## config.mk

```make
export PLATFORM = sky130hd
export DESIGN_NAME = integer_to_roman_numeral_flat
export DESIGN_NICKNAME = d
export VERILOG_FILES = /design/src/hdl/i2r_pkg.sv /design/src/hdl/i2r_in_if.sv /design/src/hdl/i2r_out_if.sv /design/src/hdl/i2r_bcd.sv /design/src/hdl/integer_to_roman_numeral.sv /design/src/flat_wrapper.sv
export SDC_FILE = /design/constraint.sdc
export NUM_CORES = 1
export LEC_CHECK = 0
export ABC_AREA = 1
export BUFFER_PORTS_ARGS = -buffer_cell sky130_fd_sc_hd__buf_2
export CELL_PAD_IN_SITES_DETAIL_PLACEMENT = 1
export CELL_PAD_IN_SITES_GLOBAL_PLACEMENT = 2
export CORE_MARGIN = 2
export CORE_UTILIZATION = 40
export DETAILED_ROUTE_END_ITERATION = 8
export PLACE_DENSITY_LB_ADDON = 0.05
export RECOVER_POWER = 100
export SKIP_LAST_GASP = 1
export SLEW_MARGIN = 20
export SYNTH_ARGS = -nofsm -noshare
export SYNTH_HDL_FRONTEND = slang
export SYNTH_SLANG_ARGS = --single-unit
```

## constraint.sdc

```tcl
create_clock -name clk_i -period 5.67 [get_ports clk_i]
set_input_delay 0.567 -clock clk_i [delete_from_list [all_inputs] [get_ports clk_i]]
set_output_delay 0.567 -clock clk_i [all_outputs]
set_load 0.05 [all_outputs]
```

## src/hdl/i2r_pkg.sv

```systemverilog
`default_nettype none

package i2r_pkg;

  localparam int unsigned ValueW = 12;
  localparam int unsigned CharW  = 7;
  localparam int unsigned DigW   = 4;
  localparam int unsigned NumDig = 4;
  localparam int unsigned BcdW   = DigW * NumDig;

  localparam logic [ValueW-1:0] MaxValue = ValueW'(3999);

  // ascii letters
  localparam logic [CharW-1:0] ChNul = 7'h00;
  localparam logic [CharW-1:0] ChI   = 7'h49;
  localparam logic [CharW-1:0] ChV   = 7'h56;
  localparam logic [CharW-1:0] ChX   = 7'h58;
  localparam logic [CharW-1:0] ChL   = 7'h4C;
  localparam logic [CharW-1:0] ChC   = 7'h43;
  localparam logic [CharW-1:0] ChD   = 7'h44;
  localparam logic [CharW-1:0] ChM   = 7'h4D;

  // decimal positions, most significant first
  localparam logic [1:0] DigThou = 2'd3;
  localparam logic [1:0] DigHund = 2'd2;
  localparam logic [1:0] DigTens = 2'd1;
  localparam logic [1:0] DigUnit = 2'd0;

  typedef enum logic [1:0] {
    SYM_ONE  = 2'd0,
    SYM_FIVE = 2'd1,
    SYM_TEN  = 2'd2
  } sym_e;

  typedef struct packed {
    logic            done;
    logic [BcdW-1:0] digits;
  } bcd_res_t;

  // number of letters a decimal digit turns into
  function automatic logic [2:0] digit_len(input logic [DigW-1:0] d);
    logic [2:0] len;
    case (d)
      4'd1:    len = 3'd1;
      4'd2:    len = 3'd2;
      4'd3:    len = 3'd3;
      4'd4:    len = 3'd2;
      4'd5:    len = 3'd1;
      4'd6:    len = 3'd2;
      4'd7:    len = 3'd3;
      4'd8:    len = 3'd4;
      4'd9:    len = 3'd2;
      default: len = 3'd0;
    endcase
    return len;
  endfunction

  // which letter of the digit's group stands at position pos
  function automatic sym_e digit_sym(input logic [DigW-1:0] d, input logic [1:0] pos);
    sym_e s;
    s = SYM_ONE;
    if (d == 4'd9) begin
      s = (pos == 2'd0) ? SYM_ONE : SYM_TEN;
    end else if (d >= 4'd5) begin
      s = (pos == 2'd0) ? SYM_FIVE : SYM_ONE;
    end else if (d == 4'd4) begin
      s = (pos == 2'd0) ? SYM_ONE : SYM_FIVE;
    end
    return s;
  endfunction

  function automatic logic [CharW-1:0] letter(input logic [1:0] pos10, input sym_e s);
    logic [CharW-1:0] c;
    c = ChM;
    case (pos10)
      DigUnit: begin
        case (s)
          SYM_FIVE: c = ChV;
          SYM_TEN:  c = ChX;
          default:  c = ChI;
        endcase
      end
      DigTens: begin
        case (s)
          SYM_FIVE: c = ChL;
          SYM_TEN:  c = ChC;
          default:  c = ChX;
        endcase
      end
      DigHund: begin
        case (s)
          SYM_FIVE: c = ChD;
          SYM_TEN:  c = ChM;
          default:  c = ChC;
        endcase
      end
      default: c = ChM;
    endcase
    return c;
  endfunction

endpackage

`default_nettype wire

```

## src/hdl/i2r_in_if.sv

```systemverilog
`default_nettype none

interface i2r_in_if;
  logic                       valid;
  logic                       ready;
  logic [i2r_pkg::ValueW-1:0] value;

  modport source (output valid, output value, input ready);
  modport sink   (input valid, input value, output ready);
endinterface

`default_nettype wire

```

## src/hdl/i2r_out_if.sv

```systemverilog
`default_nettype none

interface i2r_out_if;
  logic                      valid;
  logic                      ready;
  logic [i2r_pkg::CharW-1:0] char_code;
  logic                      last;
  logic                      range_error;

  modport source (output valid, output char_code, output last, output range_error,
                  input ready);
  modport sink   (input valid, input char_code, input last, input range_error,
                  output ready);
endinterface

`default_nettype wire

```

## src/hdl/i2r_bcd.sv

```systemverilog
`default_nettype none

// bit-serial binary to bcd conversion (shift and add three), one bit per cycle
module i2r_bcd (
  input  wire logic                       clk_i,
  input  wire logic                       rst_ni,
  input  wire logic                       start_i,
  input  wire logic [i2r_pkg::ValueW-1:0] value_i,
  output      i2r_pkg::bcd_res_t          res_o
);
  import i2r_pkg::*;

  localparam int unsigned CntW = $clog2(ValueW + 1);

  logic [ValueW-1:0] bin_q, bin_d;
  logic [BcdW-1:0]   bcd_q, bcd_d, bcd_adj;
  logic [CntW-1:0]   cnt_q, cnt_d;
  logic              busy_q, busy_d;
  logic              done_q, done_d;

  always_comb begin
    for (int i = 0; i < NumDig; i++) begin
      if (bcd_q[i*DigW +: DigW] >= DigW'(5)) begin
        bcd_adj[i*DigW +: DigW] = bcd_q[i*DigW +: DigW] + DigW'(3);
      end else begin
        bcd_adj[i*DigW +: DigW] = bcd_q[i*DigW +: DigW];
      end
    end
  end

  always_comb begin
    bin_d  = bin_q;
    bcd_d  = bcd_q;
    cnt_d  = cnt_q;
    busy_d = busy_q;
    done_d = 1'b0;
    if (start_i) begin
      bin_d  = value_i;
      bcd_d  = '0;
      cnt_d  = CntW'(ValueW);
      busy_d = 1'b1;
    end else if (busy_q) begin
      bcd_d = {bcd_adj[BcdW-2:0], bin_q[ValueW-1]};
      bin_d = {bin_q[ValueW-2:0], 1'b0};
      cnt_d = cnt_q - CntW'(1);
      if (cnt_q == CntW'(1)) begin
        busy_d = 1'b0;
        done_d = 1'b1;
      end
    end
  end

  always_ff @(posedge clk_i or negedge rst_ni) begin
    if (!rst_ni) begin
      cnt_q  <= '0;
      busy_q <= 1'b0;
      done_q <= 1'b0;
    end else begin
      cnt_q  <= cnt_d;
      busy_q <= busy_d;
      done_q <= done_d;
    end
  end

  always_ff @(posedge clk_i) begin
    bin_q <= bin_d;
    bcd_q <= bcd_d;
  end

  assign res_o.done   = done_q;
  assign res_o.digits = bcd_q;

endmodule

`default_nettype wire

```

## src/hdl/integer_to_roman_numeral.sv

```systemverilog
// a value is taken in idle, shifted through the bcd converter and loaded into the digit
// register; zero digits are skipped and each letter goes into the output register
// a new value is taken only once the last letter of the previous one is in the output
// register, after the 12-step bcd shift and one letter per cycle unless the output stalls
// out of range values give one error result through the error state, then back to idle
// reset: rst_ni asynchronous active low, clears the sequencer and output valid
`default_nettype none

module integer_to_roman_numeral (
  input  wire logic clk_i,
  input  wire logic rst_ni,
  i2r_in_if.sink    req_i,
  i2r_out_if.source res_o
);
  import i2r_pkg::*;

  // sequencer states
  typedef enum logic [3:0] {
    S_IDLE = 4'b0001,
    S_CONV = 4'b0010,
    S_EMIT = 4'b0100,
    S_ERR  = 4'b1000
  } state_e;

  state_e state_q, state_d;

  // digit shift register: current digit always in the top nibble
  logic [BcdW-1:0] digits_q, digits_d;
  logic [1:0]      dig_idx_q, dig_idx_d;   // decimal position of top nibble
  logic [1:0]      pos_q, pos_d;           // letter position inside the digit

  // output register
  logic             out_valid_q, out_valid_d;
  logic [CharW-1:0] char_q, char_d;
  logic             last_q, last_d;
  logic             err_q, err_d;

  logic       req_fire;
  logic       slot_free;
  logic       bad_value;
  logic [DigW-1:0] cur_dig;
  logic [2:0] cur_len;
  logic       pos_end;
  logic       run_end;
  bcd_res_t   bcd_res;

  assign req_i.ready = (state_q == S_IDLE);
  assign req_fire    = req_i.valid && req_i.ready;
  // value of zero or above 3999 has no numeral
  assign bad_value   = (req_i.value == '0) || (req_i.value > MaxValue);

  // output register can take a new letter this cycle
  assign slot_free = !out_valid_q || res_o.ready;

  i2r_bcd u_bcd (
    .clk_i   (clk_i),
    .rst_ni  (rst_ni),
    .start_i (req_fire && !bad_value),
    .value_i (req_i.value),
    .res_o   (bcd_res)
  );

  assign cur_dig = digits_q[BcdW-1 -: DigW];
  assign cur_len = digit_len(cur_dig);
  assign pos_end = ({1'b0, pos_q} + 3'd1) == cur_len;
  // last letter of the run once every lower digit is zero
  assign run_end = pos_end && (digits_q[BcdW-DigW-1:0] == '0);

  always_comb begin
    state_d     = state_q;
    digits_d    = digits_q;
    dig_idx_d   = dig_idx_q;
    pos_d       = pos_q;
    out_valid_d = out_valid_q && !res_o.ready;
    char_d      = char_q;
    last_d      = last_q;
    err_d       = err_q;

    unique case (state_q)
      S_IDLE: begin
        if (req_fire) begin
          state_d = bad_value ? S_ERR : S_CONV;
        end
      end
      S_CONV: begin
        if (bcd_res.done) begin
          digits_d  = bcd_res.digits;
          dig_idx_d = DigThou;
          pos_d     = 2'd0;
          state_d   = S_EMIT;
        end
      end
      S_EMIT: begin
        if (cur_len == 3'd0) begin
          // zero digit gives no letters, move on
          digits_d  = {digits_q[BcdW-DigW-1:0], {DigW{1'b0}}};
          dig_idx_d = dig_idx_q - 2'd1;
          pos_d     = 2'd0;
        end else if (slot_free) begin
          out_valid_d = 1'b1;
          char_d      = letter(dig_idx_q, digit_sym(cur_dig, pos_q));
          last_d      = run_end;
          err_d       = 1'b0;
          if (pos_end) begin
            digits_d  = {digits_q[BcdW-DigW-1:0], {DigW{1'b0}}};
            dig_idx_d = dig_idx_q - 2'd1;
            pos_d     = 2'd0;
          end else begin
            pos_d = pos_q + 2'd1;
          end
          if (run_end) begin
            state_d = S_IDLE;
          end
        end
      end
      S_ERR: begin
        if (slot_free) begin
          out_valid_d = 1'b1;
          char_d      = ChNul;
          last_d      = 1'b1;
          err_d       = 1'b1;
          state_d     = S_IDLE;
        end
      end
      default: begin
        state_d = S_IDLE;
      end
    endcase
  end

  always_ff @(posedge clk_i or negedge rst_ni) begin
    if (!rst_ni) begin
      state_q     <= S_IDLE;
      out_valid_q <= 1'b0;
      dig_idx_q   <= '0;
      pos_q       <= '0;
    end else begin
      state_q     <= state_d;
      out_valid_q <= out_valid_d;
      dig_idx_q   <= dig_idx_d;
      pos_q       <= pos_d;
    end
  end

  always_ff @(posedge clk_i) begin
    digits_q <= digits_d;
    char_q   <= char_d;
    last_q   <= last_d;
    err_q    <= err_d;
  end

  assign res_o.valid       = out_valid_q;
  assign res_o.char_code   = char_q;
  assign res_o.last        = last_q;
  assign res_o.range_error = err_q;

endmodule

`default_nettype wire
```

## src/flat_wrapper.sv

```systemverilog
// flat-port wrapper written by rule: the top's interface ports become plain ports
module integer_to_roman_numeral_flat import i2r_pkg::*;
  (clk_i, rst_ni, req_i_valid, req_i_value, req_i_ready, res_o_valid, res_o_char_code, res_o_last, res_o_range_error, res_o_ready);
  i2r_in_if req_i_i ();
  i2r_out_if res_o_i ();
  input  wire logic clk_i;
  input  wire logic rst_ni;
  input wire logic [$bits(req_i_i.valid)-1:0] req_i_valid;
  input wire logic [$bits(req_i_i.value)-1:0] req_i_value;
  output wire logic [$bits(req_i_i.ready)-1:0] req_i_ready;
  output wire logic [$bits(res_o_i.valid)-1:0] res_o_valid;
  output wire logic [$bits(res_o_i.char_code)-1:0] res_o_char_code;
  output wire logic [$bits(res_o_i.last)-1:0] res_o_last;
  output wire logic [$bits(res_o_i.range_error)-1:0] res_o_range_error;
  input wire logic [$bits(res_o_i.ready)-1:0] res_o_ready;
  assign req_i_i.valid = req_i_valid;
  assign req_i_i.value = req_i_value;
  assign req_i_ready = req_i_i.ready;
  assign res_o_valid = res_o_i.valid;
  assign res_o_char_code = res_o_i.char_code;
  assign res_o_last = res_o_i.last;
  assign res_o_range_error = res_o_i.range_error;
  assign res_o_i.ready = res_o_ready;
  integer_to_roman_numeral u_core (.clk_i(clk_i), .rst_ni(rst_ni), .req_i(req_i_i), .res_o(res_o_i));
endmodule
```

# Yosys cells after proc, flatten, opt, wreduce, memory -nomap -nowiden
# Memory sizes are Yosys's and may differ from the RTL's. A register that Yosys moved wholly into a read port is not among the register bits.
# Cells that the tools add are included.
# classes
n_addsub	8
order_cmp	6
n_eq_ne	20
muxes	65
n_reduce_logical	21
# ops
cell	count
two-way mux 16 bit	4
two-way mux 4 bit	13
one-hot mux 16 bit (2 select lines)	1
two-way mux 2 bit	15
zero test 12 bit	2
two-way mux 12 bit	2
two-way mux 7 bit	3
one-hot mux 7 bit (3 select lines)	1
greater-or-equal comparator 4 x 3 -> 1 bit (second input constant)	5
one-hot mux 5 bit (2 select lines)	2
one-hot mux 4 bit (4 select lines)	1
two-way mux 1 bit	15
one-hot mux 7 bit (2 select lines)	1
adder 4 x 2 -> 4 bit (second input constant)	3
greater-than comparator 12 bit (second input constant)	1
== test 4 x 1 -> 1 bit (second input constant)	2
== test 4 x 3 -> 1 bit (second input constant)	2
== test 4 bit (second input constant)	2
one-hot mux 2 bit (2 select lines)	2
one-hot mux 4 bit (2 select lines)	1
AND reduction 4 bit	2
!= test 2 x 1 -> 1 bit (second input constant)	3
!= test 2 bit (second input constant)	3
!= test 3 x 1 -> 1 bit (second input constant)	2
19 further kinds	32
# word_totals
ff_bits	68
mem_bits_ro	48
inputBits	16
out_inout_bits	11
word_cells	134
mem_count	1
# memory_table
memory	words	width	read_ports	rd_clocked_by_memory_dff	write_ports	line_no	text
(name not given)	16	3	1	1	0	i2r_pkg.sv:43	case (d)

# Longest topological paths before layout
# Gate-level depths: netlist of the first run.
# depth
ltp_word	14
mapped_depth	12
depth_no_buf	12

# Hierarchy
# A second synthesis of the first run with hierarchy kept.
# hier_totals
cells_unflattened	459
area_unflattened_um2	3824.9
# modules_own_cells
mod	n_inst	cells_per_inst	area_per_inst_um2	seq_area_each_um2
integer_to_roman_numeral	1	239	2038.2	1007.2
i2r_bcd	1	220	1786.7	830.8

# Worst setup path before layout of the first run
# No wires, ideal clock.
# synth_timing
path_kind	register -> register
startpoint	reg u_core.pos_q[0]
endpoint	reg u_core.digits_q[0] (enable)
setup_time_ps	373
arrival_time_ps	1651
required_ps	5297
path_slack_ps	3646
path_stages_with_launch	8
path_buffers	0
period_less_slack_ps	2024
path_cell_list	dfrtp_1 > inv_1 > ha_1 > xnor2_1 > nand3_1 > nand2_2 > nand3_2 > inv_1
# synth_via
elab_chain_len	4
# synth_rtl
element	line_no	text
start: declaration	integer_to_roman_numeral.sv:30	logic [1:0] pos_q, pos_d;
start signal: assignment	integer_to_roman_numeral.sv:141	pos_q <= pos_d;
adder 2 x 1 -> 3 bit	integer_to_roman_numeral.sv:65	assign pos_end = ({1'b0, pos_q} + 3'd1) == cur_len;
== test 3 bit	integer_to_roman_numeral.sv:65	
!= test 3 x 1 -> 1 bit (no source line)	-	
AND reduction 4 bit (no source line)	-	
end signal: assignment	integer_to_roman_numeral.sv:146	digits_q <= digits_d;
end: declaration	integer_to_roman_numeral.sv:28	logic [BcdW-1:0] digits_q, digits_d;
# No other way between the ends.
# A chain may end at the register's enable or synchronous reset.

# Worst setup path in the final report of the first run
# layout_timing
startpoint	reg u_core.state_q[0]
endpoint	reg u_core.dig_idx_q[0]
# layout_via
elab_chain_len	3
elab_cells_between_ends	8
classes_between	5 x eq/ne; 1 x mux; 2 x reduce/logical
# layout_rtl
element	line_no	text
start: declaration	integer_to_roman_numeral.sv:25	state_e state_q, state_d;
start signal: assignment	integer_to_roman_numeral.sv:138	state_q <= state_d;
== test 4 x 3 -> 1 bit or == test 4 x 2 -> 1 bit (tied branches)	integer_to_roman_numeral.sv:79	unique case (state_q)
!= test 3 x 1 -> 1 bit (no source line), or another cell as far along	-	
AND reduction 4 bit (no source line)	-	
end signal: assignment	integer_to_roman_numeral.sv:140	dig_idx_q <= dig_idx_d;
end: declaration	integer_to_roman_numeral.sv:29	logic [1:0] dig_idx_q, dig_idx_d;
# Parallel ways exist; a longest one is shown, timed or not.

==> results of run 1 <==
[placed cells by master (no fill, tap or decap), drive strengths merged, types with 2 or more instances in the layout]
| cell | n |
|---|---|
| a31oi | 4 |
| xor2 | 7 |
| dfrtp | 14 |
| nor3b | 2 |
| nand2 | 103 |
| edfxtp | 36 |
| nand3 | 19 |
| nor2 | 27 |
| dfxtp | 19 |
| nand4 | 9 |
| clkbuf | 21 |
| nor4 | 3 |
| inv | 94 |
| o211ai | 7 |
| ha | 19 |
| clkinv | 6 |
| buf | 16 |
| xnor2 | 2 |
| o21ai | 56 |
| nor3 | 2 |
| a21oi | 11 |
[worst reg2reg max path, cell delays in order, from the launching register on]
cell and delay [ns]:
dfstp_1 0.58, nor2_1 0.08, nand2_1 0.47, nor2_1 0.18
nand2_1 0.23, nand3_1 0.21, inv_1 0.61, o21ai_0 0.19
o21ai_0 0.12
[logic make-up after synthesis]
kind of cell / share of synthesized area [%]
adder cells (fa/ha/maj): 6.19
XOR/XNOR: 2.05
AO/OA/AOI/OAI: 12.4
flip-flops: 47.9
other: 0.0977
AND/OR/NAND/NOR: 20.0
buffers and inverters: 11.4
[area by class of cell]
| class | count | area share (%) |
|---|---|---|
| Sequential cell | 70 | 44.4 |
| Multi-Input combinational cell | 277 | 36.0 |
| Inverter | 94 | 8.53 |
| Tap cell | 129 | 3.90 |
| Timing Repair Buffer | 28 | 3.14 |
| Clock buffer | 9 | 2.99 |
| Clock inverter | 7 | 0.998 |
[metal layers]
metal	track usage, %	vias to the layer above	wire length, um
li1	-	1504	-
met1	20.6	1399	3850
met2	32.1	30	4110
met3	2.74	10	180
met4	6.36	0	112
met5	0	-	0
[sequential cells by signal (all words and copies together) (netlist names)]
signal                    flops
u_core.cur_len                3
u_core.dig_idx_q              2
u_core.digits_q              16
u_core.pos_q                  2
u_core.res_o.char_code        6
u_core.res_o.last             1
u_core.res_o.range_error      1
u_core.res_o.valid            1
u_core.state_q                4
u_core.u_bcd.bcd_q           16
u_core.u_bcd.bin_q           12
u_core.u_bcd.busy_q           1
u_core.u_bcd.cnt_q            4
u_core.u_bcd.done_q           1
[where the power goes]
group / internal [uW] / leakage [uW] / switching, uW
Combinational: 315 / 0.00121 / 626
Sequential: 774 / 0.000692 / 106
Clock: 155 / 0.0000885 / 193
[cells in the mapped netlist (all sizes together)]
library cell  number  area share, %
nand3             19            2.9
or2                1           0.16
o21ai             56            7.9
inv               94            9.2
edfxtp            36             28
o211ai             7            1.8
a21oi             11            1.4
ha                19            6.2
nand3b             1           0.20
a31oi              4           0.65
conb               1          0.098
nand2            103             11
nor3               2           0.39
dfstp              1           0.68
nand4              9            1.6
nor2              27            3.2
dfxtp             19            9.9
a311oi             1           0.23
a211oi             1           0.20
xor2               7            1.6
clkbuf             4           0.39
dfrtp             14            9.1
buf                9            1.8
xnor2              2           0.46
nor4               3           0.49
a221oi             1           0.23
nor3b              2           0.52
[per-stage QoR]
step	utilization (%)	total power (uW)	instance area, um2
after floorplan	-	1670	3840
after global placement	43.8	1860	4060
after detailed placement	43.8	1900	4060
after CTS	45.6	2260	4230
after global routing	44.6	2410	4140
final	44.6	2170	4140
[worst max path at each step]
| stage | startpoint | endpoint | slack [ns] | depth (start not counted) |
|---|---|---|---|---|
| 3_3_place_gp | req_i_value[5] | u_core.u_bcd.bin_q[2] | 3.15 | 8 |
| 3_5_place_dp | req_i_value[5] | u_core.u_bcd.bin_q[2] | 3.08 | 8 |
| 2_1_floorplan | u_core.pos_q[0] | u_core.digits_q[0] | 3.65 | 7 |
| 6_report | u_core.state_q[0] | u_core.dig_idx_q[0] | 2.93 | 8 |
| 5_1_grt | u_core.state_q[0] | u_core.dig_idx_q[0] | 2.59 | 8 |
| 4_1_cts | u_core.pos_q[0] | u_core.dig_idx_q[0] | 3.17 | 9 |
==> run_results.csv, run 1 <==
group,metric,value,unit
setup_path,r2r_cells,8,
floorplan,die_w,102,um
drt,finalWirelength,8.25,mm
cts,cts_root_buf,"clkbuf_8",
final_layout,final_cells,614,
sta,rsz0062_at_grt,"no",
drt,first_pass_iters,4,
cts,cts.sinks,70,
setup_path,critPathBufInv,1,
sta,worst_slew_pin_slew,0.996,ns
sta,setup-tns-final,0,ns
setup_path,path_cells,"nor2_1 -> nand2_1 -> nor2_1 -> nand2_1 -> nand3_1 -> inv_1 -> o21ai_0 -> o21ai_0",
cts,cts_setup_buffers,0,
sta,hold_viol_final,0,
final_layout,fillers,1168,
sta,setup-violations-final,0,
cts,clkTransAtPathRegs,0.08,ns
placed_design,post-place-ws,3.08,ns
power,vdd_drop_max,0.000222,V
run_status,status,"finished clean",
drt,drtAntennaViolNets,0,
floorplan,die_h,102,um
final_layout,nets,515,
setup_path,r2r-start,"u_core.state_q[0]",
cts,numCtsBuffers,9,
final_layout,drive_gt1_share,8.87,%
global_route,grt_use_total,17.5,%
setup_path,crit_family,"simple AND/OR/NAND/NOR gates",
setup_path,critical_path.startpoint_type,"register",
setup_path,r2r_setup_slack,2.93,ns
global_route,grt_max_degree,48,
floorplan,rows,35,
placed_design,gp_congestion,0.732,
sta,worst_hold_slack,0.334,ns
setup_path,reg2reg_to,"u_core.dig_idx_q[0]",
setup_path,path_max_fanout,21,
setup_path,worst_setup_path_end_kind,"register",
drt,via_per_inst,4.79,
final_layout,area_growth,7.76,%
drt,vias,2943,
drt,drtIter0Drc,61,
sta,worst_slack,2.93,ns
cts,htreeDepth,3,
cts,clock_latency,0.34,ns
yosys,netlist_area,3840,um2
worst_hold_path,min_path_type,"in -> async",
setup_path,cpPeakStageDelay,0.61,ns
yosys,synthDistinctLibCells,41,
yosys,ys_seq_elements,70,
power,p_leak,0.00200,uW
yosys,syn_area_per_cell,8.46,um2
sta,fin_skew,0.00831,ns
sta,fin_crit,2.74,ns
setup_path,critical-path-slowest-cell,"inv_1",
sta,period_share,48.3,%
floorplan,ios,27,
yosys,yosys_warnings,0,
run,maxCapViolations,0,
cts,cts_hold_buf,0,
final_layout,regArea,1840,um2
global_route,antenna_found_initial,0,
yosys,synthesis.nets,489,
yosys,synth_cells,454,
floorplan,die-area,10400,um2
final_layout,antenna_cells,0,
floorplan,core_area,9280,um2
sta,relSlewSlack,33.4,%
global_route,overflow,0,
setup_path,crit_required,5.93,ns
floorplan,start_util,41.4,%
sta,max_freq,365,MHz
yosys,ys_seq_area_share,47.9,%
sta,slew_violations,0,
cts,cts_resized,0,
setup_path,crit_type,"reg -> reg",
drt,drc,0,
power,p_per_area,524,nW/um2
cts,clock_path_buffers,2,
placed_design,dp_cells,598,
placed_design,io_buffers,25,
global_route,grt_first_pass_wirelength,14.2,mm
global_route,grt_pass1_vias,3099,
setup_path,cp_data_arrival_time,2.99,ns
drt,wl_per_cell,13.4,um
cts,tritoncts,"done",
placed_design,post-dp-hpwl,6.07,mm
final_layout,multi_input_area,1490,um2
Note: power is estimated with default switching activity, not from simulation.
==> run 2, diff against run 1 <==
Settings changed: ABC_AREA 1 to 0, CORE_UTILIZATION 40 to 36.
Clock period 5.67 ns to 2.35 ns, I/O delays scaled along.
==> run_results.csv, run 2 <==
group,metric,value,unit
global_route,grt_max_degree,31,
yosys,synth_ff_type,"edfxtp_1",
power,clkPwrFrac,19.9,%
yosys,synth_area_leader_cell,"edfxtp_1",
cts,cts_resized,0,
setup_path,worst_setup_path_end_kind,"register",
global_route,grt_first_pass_wirelength,12.8,mm
cts,cts_hold_buf,1,
yosys,async_reset_ff_share,21.4,%
worst_hold_path,min_path_type,"in -> reg",
sta,fin_crit,2.20,ns
placed_design,io_buffers,25,
sta,period_share,93.8,%
final_layout,area_growth,11.9,%
drt,drtAntennaViolNets,0,
cts,numCtsBuffers,9,
setup_path,path_cells,"inv_1 -> ha_1 -> xor2_1 -> nor3_1 -> a21oi_2 -> nor2b_2 -> buf_12 -> mux2_4",
yosys,synthSimpleGateAreaFrac,15.6,%
drt,drc,0,
final_layout,layout_commonest_cell,"edfxtp_1",
yosys,synth_common_cells,"edfxtp_1 (36), o21ai_0 (27), nand2_1 (22)",
floorplan,start_util,37.4,%
global_route,grt_use_total,14.5,%
sta,worst_slew_pin_slew,0.905,ns
drt,drtIter0Drc,69,
drt,vias,2464,
power,p_leak,0.00164,uW
floorplan,rows,36,
run_status,status,"finished clean",
cts,clkTransAtPathRegs,0.07,ns
floorplan,ios,27,
final_layout,final_cell_mix,"edfxtp_1 (36), o21ai_0 (27), nand2_1 (22)",
yosys,ys_seq_elements,70,
cts,clock_path_buffers,2,
sta,slew_violations,0,
yosys,synthDistinctLibCells,49,
cts,cts_root_buf,"clkbuf_8",
yosys,netlist_area,3670,um2
setup_path,cp_data_arrival_time,2.44,ns
global_route,antenna_found_initial,0,
sta,setup-violations-final,0,
yosys,ys_seq_area_share,50.1,%
sta,max_freq,454,MHz
setup_path,path_max_fanout,21,
power,vdd_drop_max,0.000483,V
cts,tritoncts,"done",
drt,wl_per_cell,14.3,um
yosys,synth_cells,338,
yosys,synth_edf_count,36,
drt,first_pass_iters,4,
yosys,synth_mux_area_share,9.31,%
yosys,synth_top_family_by_area,"simple AND/OR/NAND/NOR gates",
final_layout,antenna_cells,0,
cts,clock_latency,0.35,ns
setup_path,crit_required,2.58,ns
drt,via_per_inst,4.88,
yosys,synthAdderAreaFrac,6.48,%
yosys,synthesis.nets,373,
global_route,grt_pass1_vias,2610,
yosys,syn_area_per_cell,10.9,um2
power,p_sw_share,35.5,%
placed_design,gp_congestion,0.683,
run,maxCapViolations,0,
sta,hold_viol_final,0,
final_layout,drive_gt1_share,15.9,%
sta,rsz0062_at_grt,"no",
cts,cts.sinks,70,
final_layout,top_regs,"u_core.digits_q x16, u_core.u_bcd.bcd_q x16, u_core.u_bcd.bin_q x12",
power,p_comb_share,37.2,%
cts,htreeDepth,3,
yosys,synth_compound_area_share,10.6,%
sta,setup-tns-final,0,ns
cts,cts_setup_buffers,0,
yosys,yosys_warnings,0,
sta,relSlewSlack,39.7,%
yosys,post_synth_xor_area_fraction,3.10,%
yosys,synthTopCellsByArea,"edfxtp_1 (29%), dfxtp_1 (10%), dfrtp_1 (9.5%), ha_1 (6.5%), mux2_2 (5.2%)",
power,p_sw,1650,uW
drt,finalWirelength,7.20,mm
power,p_per_area,1130,nW/um2
setup_path,crit_type,"reg -> reg",
floorplan,die_h,105,um
power,intPower,3000,uW
sta,fin_skew,0.00565,ns
power,power,4650,uW
yosys,synth_top_area_share,29.5,%
setup_path,critical_path.startpoint_type,"register",
floorplan,die-area,11000,um2
placed_design,post-dp-hpwl,5.14,mm
setup_path,critical-path-slowest-cell,"dfrtp_1",
final_layout,nets,402,
floorplan,core_area,9820,um2
global_route,overflow,0,
floorplan,die_w,105,um
yosys,post-synth-top-count-cell,"edfxtp_1",
setup_path,cpPeakStageDelay,0.41,ns
power,pwr-share-seq,42.9,%
run 2: changes by cell type after synthesis, sizes merged, moves of 9 or more:
| cell | before | now |
|---|---|---|
| nand2b | 0 | 16 |
| inv | 94 | 21 |
| mux2i | 0 | 12 |
| nor2b | 0 | 10 |
| nand2 | 103 | 23 |
| o21ai | 56 | 27 |
| mux2 | 0 | 19 |
| a21oi | 11 | 20 |
| nor2 | 27 | 16 |
run 2: per-layer routing:
layer / global-route usage (%) / vias up / share of wire, %
li1: - / 1247 / -
met1: 19.8 / 1192 / 50
met2: 22.3 / 19 / 46
met3: 3.56 / 6 / 2.5
met4: 5.43 / 0 / 1.3
met5: 0 / - / 0
run 2: cell type report:
type / count / area (um2)
Sequential cell: 70 / 1840
Tap cell: 133 / 166
Timing Repair Buffer: 33 / 181
Clock inverter: 6 / 52.6
Clock buffer: 10 / 128
Multi-Input combinational cell: 232 / 1660
Fill cell: 1130 / 5710
Inverter: 21 / 78.8
run 2: path summary, 6_finish.rpt:
| check | from | to | slack [ns] | cells past startpoint |
|---|---|---|---|---|
| max | u_core.pos_q[0] | u_core.dig_idx_q[0] | 0.15 | 8 |
| min in group asynchronous | rst_ni | u_core.res_o.valid | 0.55 | 2 |
| min | req_i_valid | u_core.state_q[3] | 0.17 | 3 |
| max in group asynchronous | rst_ni | u_core.u_bcd.cnt_q[1] | 1.24 | 2 |
| max reg2reg | u_core.pos_q[0] | u_core.dig_idx_q[0] | 0.15 | 8 |
| min reg2reg | u_core.u_bcd.bcd_q[15] | u_core.u_bcd.bcd_q[15] | 0.48 | 2 |
run 2: logic make-up (layout without fill, tap and decap cells):
kind of cell,Yosys count,in the layout
DFF,70,70
xor gates and xnor gates,13,13
muxes,31,31
other,1,1
and+or+nand+nor,102,102
buffers and inverters,36,70
adders and majority gates,19,19
AOI/OAI and AO/OA,66,66
run 2: critical path: cells and delay by family, from the launching register on:
family | cells | cell delay (ns)
xor gates and xnor gates | 1 | 0.17
AOI/OAI and AO/OA | 1 | 0.11
buffers and inverters | 2 | 0.26
adders and majority gates | 1 | 0.32
muxes | 1 | 0.31
DFF | 1 | 0.41
and+or+nand+nor | 2 | 0.52
run 2: power groups by stage:
| stage | registers, uW | clock network, uW | logic (uW) |
|---|---|---|---|
| CTS | 2000 | 970 | 1780 |
| detailed placement | 2030 | 0 | 1760 |
| global placement | 2020 | 0 | 1720 |
| floorplan | 1950 | 0 | 1430 |
| finish | 1990 | 927 | 1730 |
| global route | 2060 | 1020 | 1980 |
run 2: stage by stage:
stage	utilization [%]	cell area, um2	hold slack (ns)	setup WS, ns	cells
global placement	40.1	3940	0.181	0.215	488
floorplan	-	3670	-0.0606	0.117	338
CTS	42.0	4130	0.167	0.113	505
detailed placement	40.1	3940	0.184	0.127	488
global route	41.8	4110	0.162	0.0243	505
finish	41.8	4110	0.173	0.145	505
==> run 3, diff against run 2 <==
Settings changed: RECOVER_POWER 100 to default.
==> run_results.csv, run 3 (synthesis results as in run 2) <==
group,metric,value,unit
drt,vias,2463,
sta,max_freq,454,MHz
final_layout,final_cells,505,
final_layout,antenna_cells,0,
power,power,4660,uW
global_route,grt_first_pass_wirelength,12.8,mm
cts,cts_root_buf,"clkbuf_8",
setup_path,path_cells,"inv_1 -> ha_1 -> xor2_1 -> nor3_1 -> a21oi_2 -> nor2b_2 -> buf_12 -> mux2_4",
cts,cts.sinks,70,
final_layout,area_growth,12.5,%
global_route,grt_use_total,14.5,%
floorplan,ios,27,
sta,hold_viol_final,0,
sta,setup-violations-final,0,
cts,clock_path_buffers,2,
cts,cts_resized,0,
placed_design,gp_congestion,0.683,
floorplan,die_w,105,um
final_layout,top_regs,"u_core.digits_q x16, u_core.u_bcd.bcd_q x16, u_core.u_bcd.bin_q x12",
drt,via_per_inst,4.88,
setup_path,crit_required,2.58,ns
power,vdd_drop_max,0.000482,V
power,p_per_area,1130,nW/um2
sta,period_share,93.8,%
floorplan,die_h,105,um
sta,fin_crit,2.20,ns
cts,clock_latency,0.35,ns
drt,drtAntennaViolNets,0,
global_route,grt_pass1_vias,2610,
setup_path,crit_family,"simple AND/OR/NAND/NOR gates",
run,maxCapViolations,0,
drt,finalWirelength,7.19,mm
drt,first_pass_iters,4,
drt,drc,0,
sta,setup-tns-final,0,ns
cts,tritoncts,"done",
final_layout,layout_commonest_cell,"edfxtp_1",
setup_path,critical-path-slowest-cell,"dfrtp_1",
final_layout,drive_gt1_share,19.6,%
global_route,overflow,0,
setup_path,crit_type,"reg -> reg",
final_layout,nets,402,
placed_design,post-dp-hpwl,5.14,mm
cts,clkTransAtPathRegs,0.07,ns
placed_design,dp_cells,488,
sta,slew_violations,0,
drt,wl_per_cell,14.2,um
setup_path,critical_path.startpoint_type,"register",
worst_hold_path,min_path_type,"in -> reg",
sta,rsz0062_at_grt,"no",
global_route,antenna_found_initial,0,
floorplan,rows,36,
floorplan,die-area,11000,um2
cts,numCtsBuffers,9,
sta,fin_skew,0.00568,ns
run_status,status,"finished clean",
drt,drtIter0Drc,59,
final_layout,final_cell_mix,"edfxtp_1 (36), o21ai_0 (27), buf_2 (25)",
setup_path,path_max_fanout,21,
power,p_leak,0.00167,uW
setup_path,cpPeakStageDelay,0.41,ns
floorplan,start_util,37.4,%
setup_path,cp_data_arrival_time,2.44,ns
placed_design,io_buffers,25,
global_route,grt_max_degree,31,
cts,cts_hold_buf,1,
setup_path,worst_setup_path_end_kind,"register",
cts,cts_setup_buffers,0,
setup_path,critPathBufInv,2,
cts,htreeDepth,3,
floorplan,core_area,9820,um2
==> run 3: changes by cell type in the layout (fill, tap and decap cells not counted) <==
cell / delta
dfstp_1: -1
buf_4: +2
or2_1: -1
clkbuf_2: -2
a21oi_1: -1
a21oi_2: +1
buf_2: +11
clkbuf_1: -11
or2_2: +1
dfstp_2: +1
==> run 3: path summary, 6_finish.rpt <==
kind | start | endpoint | slack (ns) | cells after the start
setup / recovery | u_core.pos_q[0] | u_core.dig_idx_q[0] | 0.15 | 8
hold / removal | req_i_valid | u_core.state_q[3] | 0.18 | 3
setup reg to reg | u_core.pos_q[0] | u_core.dig_idx_q[0] | 0.15 | 8
hold reg to reg | u_core.u_bcd.bcd_q[15] | u_core.u_bcd.bcd_q[15] | 0.48 | 2
max in group asynchronous | rst_ni | u_core.state_q[0] | 1.68 | 2
min in group asynchronous | rst_ni | u_core.res_o.valid | 0.35 | 2
==> run 3: tightest hold or removal path: stages <==
cell and delay (ns):
buf_2 0.12, nand3_1 0.07, o21ai_0 0.07
==> run 3: cell type report <==
type,count,area (um2)
clock buffer,10,128
tap,133,166
timing repair buffer,33,200
fill,1125,5690
inverter,21,78.8
sequential,70,1840
clock inverter,6,52.6
multi-input combinational,232,1660
==> run 3: through the flow <==
step                utilization, %  worst slack (ns)  hold slack, ns  instance area (um2)
floorplan                        -             0.117         -0.0606                 3670
global placement              40.1             0.215           0.181                 3940
detailed placement            40.1             0.127           0.184                 3940
CTS                           42.0             0.113           0.167                 4130
global route                  42.0            0.0243           0.162                 4130
finish                        42.0             0.146           0.176                 4130
==> run 3: per-layer routing <==
layer / GRT usage, % / up-vias / routed length (um) / share of wire [%]
li1: - / 1248 / - / -
met1: 19.8 / 1191 / 3620 / 50
met2: 22.3 / 18 / 3300 / 46
met3: 3.56 / 6 / 174 / 2.4
met4: 5.43 / 0 / 91 / 1.3
met5: 0 / - / 0 / 0
==> run 3: report_power, final <==
part	internal, uW	switching (uW)	leakage [uW]	total [uW]
clock network	478	449	0.0000949	927
logic	811	927	0.000885	1740
registers	1720	272	0.000693	1990
